==> src/rtl/core/krc_ram.sv <==
`timescale 1ns / 1ps

module krc_ram #(
  parameter int Width = 8,
  parameter int Depth = 256
) (
  input  logic                     clk_i,
  input  logic                     we_i,
  input  logic [$clog2(Depth)-1:0] waddr_i,
  input  logic [Width-1:0]         wdata_i,
  input  logic                     re_i,
  input  logic [$clog2(Depth)-1:0] raddr_i,
  output logic [Width-1:0]         rdata_o
);

  logic [Width-1:0] mem_q [Depth];
  logic [Width-1:0] rdata_q;

  // Read-first; read data holds until the next read.
  always_ff @(posedge clk_i) begin
    if (we_i) begin
      mem_q[waddr_i] <= wdata_i;
    end
    if (re_i) begin
      rdata_q <= mem_q[raddr_i];
    end
  end

  assign rdata_o = rdata_q;

endmodule

==> config.mk <==
export PLATFORM = sky130hd
export DESIGN_NAME = krc_ram
export DESIGN_NICKNAME = d
export VERILOG_FILES = /design/src/rtl/core/krc_ram.sv
export SDC_FILE = /design/constraint.sdc
export NUM_CORES = 2
export LEC_CHECK = 0
export ABC_AREA = 1
export ABC_CLOCK_PERIOD_IN_PS = 2800
export BUFFER_PORTS_ARGS = -buffer_cell sky130_fd_sc_hd__buf_2
export CAP_MARGIN = 25
export CORE_MARGIN = 10
export CORE_UTILIZATION = 35
export CTS_CLUSTER_DIAMETER = 30
export DETAILED_ROUTE_END_ITERATION = 16
export PLACE_DENSITY = 0.5
export SKIP_CTS_REPAIR_TIMING = 1
export SLEW_MARGIN = 20
export SYNTH_ARGS = -nofsm -noshare
export SYNTH_HDL_FRONTEND = slang
export SYNTH_SLANG_ARGS = --single-unit
==> constraint.sdc <==
create_clock -name clk_i -period 2.8 [get_ports clk_i]
set_input_delay 0.84 -clock clk_i [delete_from_list [all_inputs] [get_ports clk_i]]
set_output_delay 0.84 -clock clk_i [all_outputs]
set_load 0.05 [all_outputs]
==> summary.md <==
| Metric | Value |
|---|---|
| Status | complete, no violations |
| Reg2reg path depth | 10 |
| Crit share post-route | 99.2% |
| Setup TNS | 0 ns |
| Grt ovf | 0 |
| H-tree Lvls | 5 |
| Mux contribution to synthesized area | 0% |
| Drt pass-1 iters | 5 |
| Mapped Nets | 7030 |
| HPWL after DPL | 162 mm |
| RePlAce Congestion | 0.852 |
| Cell Area, Synth | 83500 sq um |
| DR vias | 57900 |
| Sequential area share after synthesis | 74.0% |
| Core area | 238000 sq um |
| Type of the tightest min-delay check | in2reg |
| Fraction of layout cells with a size suffix above 1 | 17.7% |
| Top delay family on crit path | flip-flops |
| Max-cap violations | 0 |
| Slowest CP cell | edfxtp_1 |
| Sink Count | 2056 |
| Nets | 7725 |
| Clock skew | 0.0735 ns |
| Crit path launch type | flop |
| Routed len/inst | 23.4 um |
| Post-synthesis xor/xnor area fraction | 0% |
| Register area | 61700 sq um |
| Commonest non-fill, non-tap cell in the layout | nand2_1 |
| Cell count of the worst hold path | 1 |
| Die Wd | 508 um |
| Multi-input gate area | 19200 sq um |
| Buf/Inv on CP | 1 |
| DRT iter0 DRCs | 6088 |
| Worst-Skew Late Latency | 1.01 ns |
| CP Capture Type | output port |
| Yosys cell types | 13 |
| Relative slew slack | 34.1% |
| CTS tree | yes |
| PD cells | 836 nW/um^2 |
| CP Cell Sequence | buf_2 |
| Synth Area in Adders | 0% |
| Unrepaired setup endpoints after global routing | false |
| Measured slew at the worst slew-check pin | 0.987 ns |
| DRT Wirelength | 263 mm |
| Fmax | 360 MHz |
| Port buffer count | 34 |
| Area Growth Syn to Fin | 28.2% |
| Initial antenna violation count | 15 |
| Synth Area in Compound Gates | 0% |
| Most frequent cells in the layout | nand2_1, edfxtp_1, nand3_1, buf_4, clkbuf_16 |
| Seq cells post-synth | 2056 |
| Via-per-instance ratio | 5.15 |
| Final Hold Fails | 0 |
| DRC | 0 |
| Ports | 35 |
| Inst Count DP | 10400 |
| FILL cells | 21300 |
| Total GRT Usage | 19.8% |
| Setup Crit Path Kind | reg2out |
| Static Leak | 39.0 nW |
| ANT nets after route | 0 |
| Clock transition at the registers of the reported paths | 0.05 ns |
| Largest net degree at the start of global routing | 100 |
| Mean Syn Cell Area | 11.9 sq um |
| Min Hold Slack | 0.123 ns |
| CP arrival | 1.94 ns |
| Main combinational cell family by area after synthesis | simple AND/OR/NAND/NOR gates |
| FP Rows | 179 |
| Fin cells | 11200 |
| Synthesized-area fraction occupied by and/or/nand/nor cells | 22.9% |
| Root Buffer | clkbuf_16 |
| Starting density of the core | 35.1% |
| Final Slew Violations | 0 |
| Syn. warnings | 0 |
| Worst-path fanout max | 1 |
| Cell area after layout | 107000 sq um |
| Peak supply drop | 0.000531 V |
| CP Depth | 1 |
| Deepest clock path buffer count | 4 |
| First-pass GRT wire length | 385 mm |
| CP Data Required Time | 1.96 ns |
| Vias in the first global route | 57300 |
| Die Y | 508 um |
| Min Tclk post-route | 2.78 ns |
| Synth Instances | 7003 |
| Die ar. | 258000 sq um |
| Placement Cell Area | 92300 sq um |
| Worst stage delay on the critical path | 0.62 ns |
| Setup-failing EPs final | 0 |
| CTS buffer count | 445 |
## layout make-up
class                   count  share of cell area (%)
repair buffers            731                    6.82
inverters                  39                   0.171
clock buffers             503                    10.6
clock inverters           299                    3.07
diodes                     12                  0.0280
flip-flops and latches   2056                    57.7
multi-input cells        4425                    17.9
well taps                3167                    3.70
## cells by family (layout without fill, tap and decap cells)
logic type    Yosys count  count (layout)
simple gates         4425            4425
buf+inv               522            1572
flops                2056            2056
other cells             0              12
## cells in the mapped netlist (all sizes together)
library cell	number	share of area (%)
clkbuf	112	0.50
nand3	2019	12
buf	371	2.4
inv	39	0.18
edfxtp	2056	74
nor2	283	1.3
nand2	2123	9.5
## per-stage QoR
step | setup slack (ns) | utilization [%] | power [mW]
after floorplan | 0.469 | - | 36.7
after global placement | -0.579 | 38.9 | 39.2
after detailed placement | -0.554 | 38.9 | 39.2
after CTS | -0.0654 | 45.0 | 90.1
after global routing | 0.0181 | 45.0 | 92.1
final | 0.0221 | 45.1 | 89.5
## sequential cells by signal (all words and copies together) (netlist names)
name     flops
mem_q     2048
rdata_o      8
## final timing paths
path	start	to	slack [ns]
hold reg to reg	mem_q[210][5]	rdata_o[5]	1.05
setup / recovery	rdata_o[3]	rdata_o[3]	0.02
setup reg to reg	mem_q[231][1]	rdata_o[1]	0.67
hold / removal	wdata_i[5]	mem_q[234][5]	0.12
## layer usage
layer  global-route usage, %  share of wire [%]  up-vias
met3                    4.02                7.1      425
li1                        -                  -    26500
met5                       0             0.0034        -
met2                    32.1                 47     2112
met1                    26.5                 42    28800
met4                    7.17                3.2        2
## where the power goes
group	internal [mW]	switching [mW]	leakage, nW	total (mW)
registers	34.0	0.0483	18.5	34.1
clock network	34.3	16.5	7.09	50.8
logic	1.35	3.25	13.5	4.59
total	69.7	19.8	39.0	89.5
## worst reg2reg max path, cell delays in order (launching register included)
cell	delay, ns
edfxtp_1	0.35
nand2_1	0.07
nand3_1	0.08
nand3_1	0.17
nand3_1	0.14
nand3_1	0.17
nand3_1	0.38
nand3_1	0.19
nand2_1	0.16
nand2_1	0.14
nand2_1	0.06
No activity file was read; power rests on OpenSTA's default activity.
